### src/hw/rtl/dlsx_pkg.sv
// shared types, constants and helper functions of the dda line scaler
`default_nettype none

package dlsx_pkg;

  localparam int PIX_W           = 48;
  localparam int PIX_BYTES       = 6;
  localparam int POS_W           = 19;
  localparam int LEN_W           = 16;
  localparam int ZOOM_W          = 16;
  localparam int ACC_W           = 18;
  localparam int MODE_W          = 3;
  localparam int NB_W            = 3;
  localparam int CFG_IDX_W       = 2;
  localparam int MAX_PIXEL_BYTES = 6;
  localparam int DDA_UNIT        = 1000;
  localparam int ZOOM_FLOOR      = 16;

  // pixel modes
  localparam logic [MODE_W-1:0] MODE_COPY   = 3'd0;
  localparam logic [MODE_W-1:0] MODE_BINARY = 3'd1;
  localparam logic [MODE_W-1:0] MODE_GRAY   = 3'd2;
  localparam logic [MODE_W-1:0] MODE_RGB    = 3'd3;
  localparam logic [MODE_W-1:0] MODE_RGB48  = 3'd4;

  // register indexes
  localparam logic [CFG_IDX_W-1:0] REG_PIXEL_MODE     = 2'd0;
  localparam logic [CFG_IDX_W-1:0] REG_ZOOM_STEP      = 2'd1;
  localparam logic [CFG_IDX_W-1:0] REG_OUT_LINE_BYTES = 2'd2;

  // reset values
  localparam logic [MODE_W-1:0] PIXEL_MODE_RST = MODE_GRAY;
  localparam logic [ZOOM_W-1:0] ZOOM_STEP_RST  = ZOOM_W'(DDA_UNIT);

  // accumulator commands
  localparam logic [1:0] ACC_HOLD     = 2'd0;
  localparam logic [1:0] ACC_LOAD_SUM = 2'd1;
  localparam logic [1:0] ACC_CLEAR    = 2'd2;

  typedef struct packed {
    logic [MODE_W-1:0] pixel_mode;
    logic [ZOOM_W-1:0] zoom_step;
    logic [LEN_W-1:0]  out_line_bytes;
  } cfg_t;

  typedef struct packed {
    logic       sel_unit;  // 1: add minus one unit, 0: add zoom step
    logic [1:0] op;
  } acc_ctl_t;

  typedef struct packed {
    logic acc_neg;
    logic sum_neg;
  } acc_stat_t;

  // bytes per pixel, zero for binary mode and for modes without a dda run
  function automatic logic [NB_W-1:0] mode_bytes(input logic [MODE_W-1:0] mode);
    logic [NB_W-1:0] n;
    unique case (mode)
      MODE_GRAY:  n = 3'd1;
      MODE_RGB:   n = 3'd3;
      MODE_RGB48: n = 3'd6;
      default:    n = 3'd0;
    endcase
    if (int'(n) > MAX_PIXEL_BYTES) n = NB_W'(MAX_PIXEL_BYTES);
    if (int'(n) > PIX_BYTES) n = NB_W'(PIX_BYTES);
    return n;
  endfunction

  // pixel masked to the size the mode uses
  function automatic logic [PIX_W-1:0] pixel_mask(input logic [MODE_W-1:0] mode,
                                                  input logic [PIX_W-1:0]  pix);
    logic [PIX_W-1:0] m;
    logic [NB_W-1:0]  nb;
    m  = '0;
    nb = mode_bytes(mode);
    if (mode == MODE_BINARY) begin
      m[0] = pix[0];
    end else if (nb == '0) begin
      m[7:0] = pix[7:0];
    end else begin
      for (int j = 0; j < PIX_BYTES; j++) begin
        if (j < int'(nb)) m[j*8 +: 8] = pix[j*8 +: 8];
      end
    end
    return m;
  endfunction

endpackage

`default_nettype wire

### src/hw/rtl/dlsx_cfg_regs.sv
// configuration registers with the zoom step floor
`default_nettype none

module dlsx_cfg_regs (
  input  wire logic                            clk,
  input  wire logic                            rst_n,
  input  wire logic                            wr_en,
  input  wire logic [dlsx_pkg::CFG_IDX_W-1:0]  wr_index,
  input  wire logic [dlsx_pkg::ZOOM_W-1:0]     wr_data,
  output dlsx_pkg::cfg_t                       cfg
);

  dlsx_pkg::cfg_t cfg_r, cfg_nxt;

  always_comb begin
    cfg_nxt = cfg_r;
    if (wr_en) begin
      unique case (wr_index)
        dlsx_pkg::REG_PIXEL_MODE: cfg_nxt.pixel_mode = wr_data[dlsx_pkg::MODE_W-1:0];
        dlsx_pkg::REG_ZOOM_STEP: begin
          if (wr_data < dlsx_pkg::ZOOM_W'(dlsx_pkg::ZOOM_FLOOR)) begin
            cfg_nxt.zoom_step = dlsx_pkg::ZOOM_W'(dlsx_pkg::ZOOM_FLOOR);
          end else begin
            cfg_nxt.zoom_step = wr_data;
          end
        end
        dlsx_pkg::REG_OUT_LINE_BYTES: cfg_nxt.out_line_bytes = wr_data;
        default: ;  // unused index, write dropped
      endcase
    end
  end

  always_ff @(posedge clk) begin
    if (!rst_n) begin
      cfg_r.pixel_mode     <= dlsx_pkg::PIXEL_MODE_RST;
      cfg_r.zoom_step      <= dlsx_pkg::ZOOM_STEP_RST;
      cfg_r.out_line_bytes <= '0;
    end else begin
      cfg_r <= cfg_nxt;
    end
  end

  assign cfg = cfg_r;

endmodule

`default_nettype wire

### src/hw/rtl/dlsx_acc_unit.sv
// dda accumulator with its single shared adder
`default_nettype none

module dlsx_acc_unit (
  input  wire logic                         clk,
  input  wire logic                         rst_n,
  input  wire logic [dlsx_pkg::ZOOM_W-1:0]  zoom_step,
  input  dlsx_pkg::acc_ctl_t                ctl,
  output dlsx_pkg::acc_stat_t               stat
);

  localparam logic [dlsx_pkg::ACC_W-1:0] MINUS_UNIT =
    dlsx_pkg::ACC_W'(-dlsx_pkg::DDA_UNIT);

  logic [dlsx_pkg::ACC_W-1:0] acc_r, acc_nxt;
  logic [dlsx_pkg::ACC_W-1:0] operand;
  logic [dlsx_pkg::ACC_W-1:0] sum;

  assign operand = ctl.sel_unit ? MINUS_UNIT
                                : {{(dlsx_pkg::ACC_W-dlsx_pkg::ZOOM_W){1'b0}}, zoom_step};
  assign sum     = acc_r + operand;

  always_comb begin
    unique case (ctl.op)
      dlsx_pkg::ACC_LOAD_SUM: acc_nxt = sum;
      dlsx_pkg::ACC_CLEAR:    acc_nxt = '0;
      default:                acc_nxt = acc_r;
    endcase
  end

  always_ff @(posedge clk) begin
    if (!rst_n) begin
      acc_r <= '0;
    end else begin
      acc_r <= acc_nxt;
    end
  end

  assign stat.acc_neg = acc_r[dlsx_pkg::ACC_W-1];
  assign stat.sum_neg = sum[dlsx_pkg::ACC_W-1];

endmodule

`default_nettype wire

### src/hw/rtl/dlsx_seq.sv
// run sequencer, output position and result register
`default_nettype none

module dlsx_seq (
  input  wire logic                         clk,
  input  wire logic                         rst_n,
  input  dlsx_pkg::cfg_t                    cfg,
  input  wire logic                         in_valid,
  output logic                              in_stall,
  input  wire logic [dlsx_pkg::PIX_W-1:0]   in_pixel_data,
  input  wire logic                         in_last_of_line,
  output logic                              out_valid,
  input  wire logic                         out_stall,
  output logic [dlsx_pkg::PIX_W-1:0]        out_pixel_out,
  output logic [dlsx_pkg::PIX_BYTES-1:0]    out_byte_enable,
  output logic [dlsx_pkg::POS_W-1:0]        out_out_index,
  output logic                              out_last_of_run,
  output dlsx_pkg::acc_ctl_t                acc_ctl,
  input  dlsx_pkg::acc_stat_t               acc_stat
);

  localparam logic [1:0] ST_IDLE = 2'd0;
  localparam logic [1:0] ST_SUB  = 2'd1;
  localparam logic [1:0] ST_RUN  = 2'd2;

  logic [1:0]                       state_r, state_nxt;
  logic [dlsx_pkg::POS_W-1:0]       pos_r, pos_nxt;
  logic [dlsx_pkg::PIX_W-1:0]       pix_r, pix_nxt;
  logic                             eol_r, eol_nxt;

  logic                             ov_r, ov_nxt;
  logic [dlsx_pkg::PIX_W-1:0]       opix_r, opix_nxt;
  logic [dlsx_pkg::PIX_BYTES-1:0]   oen_r, oen_nxt;
  logic [dlsx_pkg::POS_W-1:0]       oidx_r, oidx_nxt;
  logic                             olast_r, olast_nxt;

  logic [dlsx_pkg::NB_W-1:0]        nb;
  logic                             is_binary;
  logic                             is_copy;
  logic [dlsx_pkg::POS_W-1:0]       pos_step;
  logic [dlsx_pkg::POS_W-1:0]       pos_adv;
  logic [dlsx_pkg::POS_W-1:0]       line_len;
  logic [dlsx_pkg::PIX_BYTES-1:0]   en;
  logic                             out_free;
  logic                             accept;
  logic                             finish;

  assign nb        = dlsx_pkg::mode_bytes(cfg.pixel_mode);
  assign is_binary = (cfg.pixel_mode == dlsx_pkg::MODE_BINARY);
  assign is_copy   = !is_binary && (nb == '0);
  assign pos_step  = (nb == '0) ? dlsx_pkg::POS_W'(1)
                                : {{(dlsx_pkg::POS_W-dlsx_pkg::NB_W){1'b0}}, nb};
  assign pos_adv   = pos_r + pos_step;
  assign line_len  = {{(dlsx_pkg::POS_W-dlsx_pkg::LEN_W){1'b0}}, cfg.out_line_bytes};
  assign out_free  = !ov_r || !out_stall;
  assign in_stall  = (state_r != ST_IDLE);
  assign accept    = in_valid && !in_stall;

  // byte enables of the copy at the current position
  always_comb begin
    en = '0;
    if (is_binary) begin
      en[0] = (pos_r[dlsx_pkg::POS_W-1:3] < cfg.out_line_bytes);
    end else if (is_copy) begin
      en[0] = (pos_r < line_len);
    end else begin
      for (int j = 0; j < dlsx_pkg::PIX_BYTES; j++) begin
        en[j] = (j < int'(nb)) && ((pos_r + dlsx_pkg::POS_W'(j)) < line_len);
      end
    end
  end

  always_comb begin
    state_nxt   = state_r;
    pos_nxt     = pos_r;
    pix_nxt     = pix_r;
    eol_nxt     = eol_r;
    ov_nxt      = ov_r && out_stall;
    opix_nxt    = opix_r;
    oen_nxt     = oen_r;
    oidx_nxt    = oidx_r;
    olast_nxt   = olast_r;
    acc_ctl     = '{sel_unit: 1'b0, op: dlsx_pkg::ACC_HOLD};
    finish      = 1'b0;

    unique case (state_r)
      ST_IDLE: begin
        if (accept) begin
          pix_nxt   = dlsx_pkg::pixel_mask(cfg.pixel_mode, in_pixel_data);
          eol_nxt   = in_last_of_line;
          state_nxt = is_copy ? ST_RUN : ST_SUB;
        end
      end
      ST_SUB: begin
        // take one unit off; a non-negative result means no copy at all
        acc_ctl.sel_unit = 1'b1;
        acc_ctl.op       = dlsx_pkg::ACC_LOAD_SUM;
        if (!acc_stat.sum_neg) begin
          finish    = 1'b1;
          state_nxt = ST_IDLE;
          if (eol_r) begin
            acc_ctl.op = dlsx_pkg::ACC_CLEAR;
            pos_nxt    = '0;
          end
        end else begin
          state_nxt = ST_RUN;
        end
      end
      ST_RUN: begin
        if (out_free) begin
          ov_nxt   = 1'b1;
          opix_nxt = pix_r;
          oen_nxt  = en;
          oidx_nxt = pos_r;
          pos_nxt  = pos_adv;
          if (is_copy) begin
            olast_nxt = 1'b1;
            finish    = 1'b1;
          end else begin
            acc_ctl.op = dlsx_pkg::ACC_LOAD_SUM;
            olast_nxt  = !acc_stat.sum_neg;
            finish     = !acc_stat.sum_neg;
          end
          if (finish) begin
            state_nxt = ST_IDLE;
            if (eol_r) begin
              acc_ctl.op = dlsx_pkg::ACC_CLEAR;
              pos_nxt    = '0;
            end
          end
        end
      end
      default: state_nxt = ST_IDLE;
    endcase
  end

  always_ff @(posedge clk) begin
    if (!rst_n) begin
      state_r <= ST_IDLE;
      pos_r   <= '0;
      ov_r    <= 1'b0;
    end else begin
      state_r <= state_nxt;
      pos_r   <= pos_nxt;
      ov_r    <= ov_nxt;
    end
  end

  always_ff @(posedge clk) begin
    pix_r   <= pix_nxt;
    eol_r   <= eol_nxt;
    opix_r  <= opix_nxt;
    oen_r   <= oen_nxt;
    oidx_r  <= oidx_nxt;
    olast_r <= olast_nxt;
  end

  assign out_valid       = ov_r;
  assign out_pixel_out   = opix_r;
  assign out_byte_enable = oen_r;
  assign out_out_index   = oidx_r;
  assign out_last_of_run = olast_r;

`ifndef SYNTH
  // a dda run only continues while the accumulator is negative
  a_run_needs_neg: assert property (@(posedge clk) disable iff (!rst_n)
    (state_r == ST_RUN) && !is_copy |-> acc_stat.acc_neg)
    else $error("dda run with non-negative accumulator");

  // every cycle in the run state with a free output loads a result
  a_run_emits: assert property (@(posedge clk) disable iff (!rst_n)
    (state_r == ST_RUN) && out_free |=> ov_r)
    else $error("run step without result");

  // end of line returns the position to zero
  a_eol_pos: assert property (@(posedge clk) disable iff (!rst_n)
    finish && eol_r |=> (pos_r == '0))
    else $error("position not cleared at end of line");

  // an item in a dda mode always starts with the unit subtract
  a_enter_sub: assert property (@(posedge clk) disable iff (!rst_n)
    accept && !is_copy |=> (state_r == ST_SUB))
    else $error("dda item skipped the subtract step");
`endif

endmodule

`default_nettype wire

### src/hw/rtl/dda_line_scaler_x_unit.sv
// top level of the dda nearest-neighbor horizontal line scaler
`default_nettype none

// Nearest-neighbor horizontal scaler for one scan line. Each input pixel
// takes 1000 off a signed dda accumulator; while the accumulator is negative
// the pixel is emitted once more at the next output position and zoom_step is
// added back, so zoom_step = trunc(1000 / ratio) enlarges (ratio > 1) or
// shrinks (ratio < 1) the line. A pixel that leaves the accumulator
// non-negative gives no result. Modes: 1 binary (bit 0, positions in bits),
// 2 gray (1 byte), 3 rgb (3 bytes), 4 rgb48 (6 bytes); any other mode passes
// the low byte through once. Bytes at or beyond out_line_bytes come out with
// their enable cleared (binary mode tests bit position / 8). last_of_line
// clears accumulator and position after the pixel's copies. zoom_step writes
// below 16 are raised to 16, which caps a run at 63 copies.
// Steps: after the idle state takes an item, a dda mode takes one unit off in
// the subtract state on the shared accumulator adder (copy mode skips this),
// then gives one copy per cycle through that adder while out_stall allows.
// in_stall is high for the whole item. The result register is separate, so
// the next item is taken while the last copy still waits on out_stall.
// Configuration writes are always ready and must be issued while idle.

module dda_line_scaler_x_unit (
  input  wire logic                              clk,
  input  wire logic                              rst_n,
  // configuration write request
  input  wire logic                              cfg_valid,
  output logic                                   cfg_ready,
  input  wire logic [dlsx_pkg::CFG_IDX_W-1:0]    cfg_index,
  input  wire logic [dlsx_pkg::ZOOM_W-1:0]       cfg_data,
  // pixel input request
  input  wire logic                              in_valid,
  output logic                                   in_stall,
  input  wire logic [dlsx_pkg::PIX_W-1:0]        in_pixel_data,
  input  wire logic                              in_last_of_line,
  // scaled pixel result request
  output logic                                   out_valid,
  input  wire logic                              out_stall,
  output logic [dlsx_pkg::PIX_W-1:0]             out_pixel_out,
  output logic [dlsx_pkg::PIX_BYTES-1:0]         out_byte_enable,
  output logic [dlsx_pkg::POS_W-1:0]             out_out_index,
  output logic                                   out_last_of_run
);

  dlsx_pkg::cfg_t      cfg;
  dlsx_pkg::acc_ctl_t  acc_ctl;
  dlsx_pkg::acc_stat_t acc_stat;

  // registers accept a write every cycle
  assign cfg_ready = 1'b1;

  dlsx_cfg_regs u_cfg (
    .clk      (clk),
    .rst_n    (rst_n),
    .wr_en    (cfg_valid && cfg_ready),
    .wr_index (cfg_index),
    .wr_data  (cfg_data),
    .cfg      (cfg)
  );

  // shared adder: minus one unit per pixel, plus zoom_step per copy
  dlsx_acc_unit u_acc (
    .clk       (clk),
    .rst_n     (rst_n),
    .zoom_step (cfg.zoom_step),
    .ctl       (acc_ctl),
    .stat      (acc_stat)
  );

  // sequencer drives the adder, tracks position and holds the result
  dlsx_seq u_seq (
    .clk             (clk),
    .rst_n           (rst_n),
    .cfg             (cfg),
    .in_valid        (in_valid),
    .in_stall        (in_stall),
    .in_pixel_data   (in_pixel_data),
    .in_last_of_line (in_last_of_line),
    .out_valid       (out_valid),
    .out_stall       (out_stall),
    .out_pixel_out   (out_pixel_out),
    .out_byte_enable (out_byte_enable),
    .out_out_index   (out_out_index),
    .out_last_of_run (out_last_of_run),
    .acc_ctl         (acc_ctl),
    .acc_stat        (acc_stat)
  );

endmodule

`default_nettype wire

### config.mk
export PLATFORM = sky130hd
export DESIGN_NAME = dda_line_scaler_x_unit
export DESIGN_NICKNAME = d
export VERILOG_FILES = /design/src/hw/rtl/dlsx_pkg.sv /design/src/hw/rtl/dlsx_cfg_regs.sv /design/src/hw/rtl/dlsx_acc_unit.sv /design/src/hw/rtl/dlsx_seq.sv /design/src/hw/rtl/dda_line_scaler_x_unit.sv
export SDC_FILE = /design/constraint.sdc
export NUM_CORES = 1
export LEC_CHECK = 0
export BUFFER_PORTS_ARGS = -buffer_cell sky130_fd_sc_hd__buf_2
export CELL_PAD_IN_SITES_DETAIL_PLACEMENT = 1
export CELL_PAD_IN_SITES_GLOBAL_PLACEMENT = 1
export CORE_MARGIN = 3
export CORE_UTILIZATION = 49
export DETAILED_ROUTE_END_ITERATION = 8
export HOLD_SLACK_MARGIN = 0.05
export PLACE_DENSITY = 0.9
export SYNTH_ARGS = -nofsm -noshare
export SYNTH_HDL_FRONTEND = slang
export SYNTH_SLANG_ARGS = --single-unit
### constraint.sdc
create_clock -name clk -period 13.4 [get_ports clk]
set_input_delay 0.67 -clock clk [delete_from_list [all_inputs] [get_ports clk]]
set_output_delay 0.67 -clock clk [all_outputs]
set_load 0.1 [all_outputs]
==> results of run 1 <==
==> registers in the layout, indices dropped and copies added, names as in the netlist <==
register	count
u_acc.acc_r	18
u_cfg.cfg	35
u_seq.eol_r	1
u_seq.out_byte_enable	6
u_seq.out_last_of_run	1
u_seq.out_out_index	19
u_seq.out_pixel_out	48
u_seq.out_valid	1
u_seq.pix_r	48
u_seq.pos_r	19
u_seq.state_r	2
==> logic make-up after synthesis <==
group,share of synthesized area
other,0.0003150
adder cells (fa/ha/maj),0.1442
AND/OR/NAND/NOR,0.1793
flip-flops,0.4363
multiplexers,0.005464
XOR/XNOR,0.06820
buffers and inverters,0.03604
AO/OA/AOI/OAI,0.1302
==> cells in the mapped netlist, types with 6 or more instances <==
master,n,area (um^2)
a31oi_1,12,75.07
o21bai_1,6,45.04
inv_1,39,146.4
nor2b_1,27,168.9
buf_2,10,50.05
and3_1,28,175.2
nand3_1,48,240.2
and2_1,19,118.9
buf_1,9,33.78
a21oi_1,82,410.4
edfxtp_1,123,3694
ha_1,134,1677
nand4_1,20,125.1
clkbuf_1,34,127.6
o21ai_1,7,35.03
a21o_1,45,337.8
a22oi_1,14,105.1
xor2_1,42,367.9
nand2_1,136,510.5
nor3_1,17,85.08
or2_2,9,56.30
o21ai_0,33,165.2
xnor2_1,47,411.6
nor2_1,76,285.3
dfxtp_1,75,1501
nor4_1,7,43.79
==> per-stage QoR <==
step	cells	utilization	worst slack (ps)
4_1_cts	1649	0.5680	7855
3_3_place_gp	1617	0.5428	8354
2_1_floorplan	1202	-	7199
3_5_place_dp	1617	0.5428	8045
5_1_grt	1649	0.5680	7433
6_report	1649	0.5680	7817
==> layer usage <==
metal,GRT usage,vias to the layer above,wire [um]
li1,-,4539,-
met1,0.3326,4924,14400
met2,0.5088,396,19410
met3,0.04973,135,2015
met4,0.1532,0,2102
met5,0,-,0
==> area by class of cell <==
class / instances / area [um^2]
clock inverters: 14 / 167.7
well taps: 319 / 399.1
flip-flops and latches: 198 / 5195
clock buffers: 18 / 429.2
inverters: 42 / 157.7
fillers: 2718 / 10230
multi-input cells: 902 / 6301
repair buffers: 156 / 803.3
==> placed cells by master (no fill, tap or decap), types with 9 or more instances in the layout <==
master / synthesis / final
nand3_1: 48 / 48
inv_1: 39 / 39
a21o_1: 45 / 45
nor2_1: 76 / 76
a21oi_1: 82 / 81
nand4_1: 20 / 20
buf_4: 5 / 9
nor3_1: 17 / 17
xnor2_1: 47 / 47
dfxtp_1: 75 / 75
xor2_1: 42 / 42
ha_1: 134 / 134
clkbuf_16: 0 / 17
nor2b_1: 27 / 27
a31oi_1: 12 / 11
a22oi_1: 14 / 14
or2_2: 9 / 9
and3_1: 28 / 28
nand2_1: 136 / 136
and2_1: 19 / 18
buf_2: 10 / 147
edfxtp_1: 123 / 123
o21ai_0: 33 / 33
==> critical path: stages (launching register included) <==
cell and delay, ps:
dfxtp_1 330, inv_1 90, ha_1 800, nor2b_1 250, ha_1 370, a21oi_1 80, nand4b_1 220, a211o_1 380
a21oi_2 290, o21ai_0 170, and2_1 210, o211a_1 220, o221ai_1 230, ha_1 450, nor2_1 700, nand2_1 290
nor3_1 280, nand2_1 80, nand3_1 70
==> power breakdown <==
group	leakage [nW]	internal, mW	total (mW)	switching, mW
clock network	0.290	0.253	0.530	0.277
logic	3.72	0.186	0.849	0.662
registers	1.78	0.783	0.830	0.0463
total	5.79	1.22	2.21	0.985
==> worst max-delay path by stage <==
stage	from	endpoint	slack (ps)	cells past startpoint
after detailed placement	u_seq.state_r[1]	u_acc.acc_r[16]	8040	18
final	u_seq.state_r[1]	u_acc.acc_r[16]	7820	18
after global routing	u_seq.state_r[1]	u_acc.acc_r[16]	7430	18
after floorplan	u_seq.out_valid	u_acc.acc_r[1]	7200	8
after CTS	u_seq.state_r[1]	u_acc.acc_r[16]	7860	18
after global placement	u_seq.state_r[1]	u_acc.acc_r[16]	8350	18
==> run_results.csv, run 1 <==
group,metric,value,unit
outcome,status,"completed",
timing,fmax,0.1791,GHz
synth,synth_nets,1410,
timing,slew_headroom,0.1655,
synth,ys_ff_latch,198,
clocking,cts_inserted_buffers,17,
floorplanning,core_area,23680,um^2
run,max_cap_viol_count,0,
placement,gp_congestion,0.9301,
clocking,cts_hold_buf,0,
floorplanning,num_rows,56,
worst_hold_path,whs_path_depth,1,
setup_path,reg2reg_from,"u_seq.state_r[1]",
placement,portBuffers,147,
synth,ys.flop_type,"edfxtp_1",
timing,worst_hold_slack,382.3,ps
timing,fin_skew,16.23,ps
global_routing,grt_overflow,0,
global_routing,grt_pass1_wl,58680,um
pwr,powerDensity,164.1,nW/um^2
layout,drive_above_1_share,0.1624,
synth,syn-cell-area,11910,um^2
clocking,clkTransAtPathRegs,80,ps
pwr,vdd_drop_max,0.2013,mV
global_routing,antenna_found_initial,0,
timing,drv_slew,0,
placement,dpl_cell_area,12860,um^2
synth,synthArstFlopShare,0,
synth,seq_area_frac_synth,0.4363,
setup_path,end_kind,"flip-flop",
timing,fin_setup_tns,0,ps
drt,vias_per_cell,6.061,
worst_hold_path,hp-class,"in -> reg",
setup_path,r2r_end,"u_acc.acc_r[16]",
clocking,cts-root-buf,"clkbuf_16",
pwr,p_leak,5.793,nW
synth,yosysUniqueCellTypes,71,
synth,synth_edf_count,123,
worst_hold_path,min_to,"u_seq.eol_r",
clocking,cts_tree,"built",
global_routing,track_usage,0.2877,
setup_path,cp_max_fo,27,
drt,ant_nets,0,
pwr,finalPower,2.208,mW
drt,via_count,9994,
layout,n_antenna_cell,0,
timing,period_minus_slack,5583,ps
setup_path,crit_path_start_kind,"flip-flop",
floorplanning,die_y,161.9,um
setup_path,worst-setup-path-type,"reg -> reg",
timing,finalSetupViolations,0,
setup_path,reg2reg_slack,7820,ps
floorplanning,die-area,26210,um^2
worst_hold_path,min_from,"in_last_of_line",
global_routing,grt_max_degree,77,
setup_path,arrival,5990,ps
timing,finalHoldViolations,0,
clocking,post_cts_buffers,0,
floorplanning,fp.dieW,161.9,um
clocking,clkSinkCount,198,
timing,worst_pin_slew,1243,ps
timing,rsz0062_at_grt,"no",
global_routing,grt_pass1_vias,10684,
drt,totalWireLength,37930,um
timing,min_period_over_period,0.4166,
clocking,clock_path_buffers,2,
setup_path,worstRegToRegCells,18,
clocking,cts_resized,0,
clocking,htreeDepth,4,
layout,syn2layout_area_growth,12.99,%
floorplanning,num_io_pins,149,
synth,yosysWarnings,0,
drt,first_pass_iters,5,
synth,synth_area_per_cell,9.906,um^2
clocking,clkLatencyLatePin,470,ps
placement,dpl.hpwl,26580,um
floorplanning,initial_core_util,0.5027,
drt,drt-initial-drc-count,909,
drt,drc,0,
layout,final_nets,1525,
synth,syn_inst,1202,
drt,detail_route.wl_per_cell,23.00,um
setup_path,required,13800,ps
layout,stdcell_area,13450,um^2
Power figures use the tool's default switching activity.
==> inputs of run 2 (changes only) <==
CORE_UTILIZATION = 46   (was 49)
PLACE_DENSITY = 0.85   (was 0.9)
clock period = 5.6 ns   (was 13.4 ns; I/O delays follow)
==> run_results.csv, run 2 (synthesis gave the netlist of run 1 again) <==
group,metric,value,unit
outcome,status,"completed",
placement,dpl.hpwl,25550,um
setup_path,arrival,5140,ps
global_routing,antenna_found_initial,0,
clocking,clkTransAtPathRegs,80,ps
setup_path,crit_path_start_kind,"flip-flop",
global_routing,grt_overflow,0,
pwr,p_leak,5.837,nW
placement,portBuffers,147,
setup_path,worst-setup-path-type,"reg -> reg",
clocking,cts_hold_buf,2,
layout,most-common-layout-cells,"buf_2, nand2_1, ha_1",
global_routing,grt_max_degree,75,
drt,first_pass_iters,4,
global_routing,grt_pass1_vias,10462,
drt,drt-initial-drc-count,705,
pwr,vdd_drop_max,0.2561,mV
global_routing,track_usage,0.2494,
layout,final_core_util,0.5347,
timing,slew_headroom,0.2840,
placement,gp_congestion,0.9363,
timing,fin_skew,13.34,ps
setup_path,end_kind,"flip-flop",
worst_hold_path,min_to,"u_cfg.cfg[19]",
timing,drv_slew,0,
clocking,htreeDepth,4,
worst_hold_path,whs_path_depth,2,
floorplanning,num_rows,58,
clocking,clkSinkCount,198,
setup_path,required,5970,ps
timing,finalSetupViolations,0,
drt,vias_per_cell,5.851,
drt,detail_route.wl_per_cell,21.03,um
timing,rsz0062_at_grt,"no",
layout,drive_above_1_share,0.1659,
floorplanning,core_area,25330,um^2
timing,worst_pin_slew,1071,ps
pwr,powerDensity,386.5,nW/um^2
drt,via_count,9760,
setup_path,worstRegToRegCells,17,
clocking,post_cts_buffers,0,
timing,min_period_over_period,0.8527,
timing,period_minus_slack,4775,ps
worst_hold_path,hp-class,"in -> reg",
setup_path,critical_path.startpoint,"u_seq.state_r[1]",
worst_hold_path,min_from,"cfg_data[3]",
global_routing,grt_pass1_wl,55950,um
clocking,cts_tree,"built",
timing,fmax,0.2094,GHz
setup_path,cp_max_fo,27,
floorplanning,fp.dieW,166.9,um
floorplanning,initial_core_util,0.4701,
drt,totalWireLength,35080,um
clocking,cts_resized,0,
run,max_cap_viol_count,0,
layout,syn2layout_area_growth,13.73,%
drt,ant_nets,0,
drt,drc,0,
clocking,clock_path_buffers,2,
setup_path,reg2reg_slack,830,ps
clocking,cts_inserted_buffers,17,
setup_path,reg2reg_from,"u_seq.state_r[1]",
timing,finalHoldViolations,0,
setup_path,r2r_end,"u_acc.acc_r[17]",
layout,final_nets,1533,
floorplanning,die-area,27850,um^2
layout,layout_commonest_cell,"buf_2",
timing,fin_setup_tns,0,ps
layout,n_antenna_cell,0,
floorplanning,num_io_pins,149,
clocking,clkLatencyLatePin,450,ps
clocking,cts-root-buf,"clkbuf_16",
floorplanning,die_y,166.9,um
run 2: changes by cell type in the layout (fill, tap and decap cells not counted), sizes merged:
cell,previous run,this run
buf,156,162
clkinv,7,9
dlygate4sd3,0,2
inv,49,47
run 2: worst max path at each step:
stage,to,slack [ps],depth (start not counted)
after floorplan,u_acc.acc_r[1],1150,8
after global placement,u_acc.acc_r[16],1120,18
after detailed placement,u_acc.acc_r[13],930,17
after CTS,u_acc.acc_r[17],830,17
after global routing,u_acc.acc_r[16],350,18
final,u_acc.acc_r[17],830,17
run 2: cell type report:
| class | instances | area [um^2] |
|---|---|---|
| fill | 2862 | 11790 |
| multi-input combinational | 902 | 6301 |
| sequential | 198 | 5195 |
| timing repair buffer | 164 | 868.3 |
| clock buffer | 18 | 429.2 |
| tap | 330 | 412.9 |
| clock inverter | 14 | 177.7 |
| inverter | 42 | 157.7 |
run 2: through the flow:
step	hold slack, ps	instance area, um^2	setup slack, ps	total power, mW	std cells
final	101.8	13540	825.1	5.233	1668
after global routing	100.5	13540	345.7	5.470	1668
after CTS	91.99	13540	831.6	5.254	1668
after detailed placement	406.1	12910	928.2	3.998	1634
after global placement	400.5	12910	1116	3.921	1634
after floorplan	378.9	11910	1151	3.573	1202
run 2: where the power goes:
group / switching, mW / leakage, nW / total (mW) / internal (mW)
Combinational: 1.56 / 3.77 / 2.01 / 0.452
Clock: 0.653 / 0.292 / 1.26 / 0.608
Sequential: 0.0924 / 1.78 / 1.96 / 1.87
Total: 2.30 / 5.84 / 5.23 / 2.93
run 2: per-layer routing:
metal	global-route usage	up-vias	part of all wire
li1	-	4570	-
met1	0.3015	4866	0.41
met2	0.4479	253	0.51
met3	0.03299	71	0.039
met4	0.1019	0	0.035
met5	0	-	0
run 2: critical path, stage by stage, from the launching register on:
cell and delay (ps):
dfxtp_1 340, inv_1 70, ha_1 790, nor2b_1 210, ha_1 360, a21oi_1 100
nand4b_1 230, a211o_1 380, a21oi_2 280, o21ai_0 180, and2_1 200, o211a_1 200
o221ai_1 180, ha_1 460, nor2_1 220, buf_4 210, nand4b_1 120, a21oi_1 160
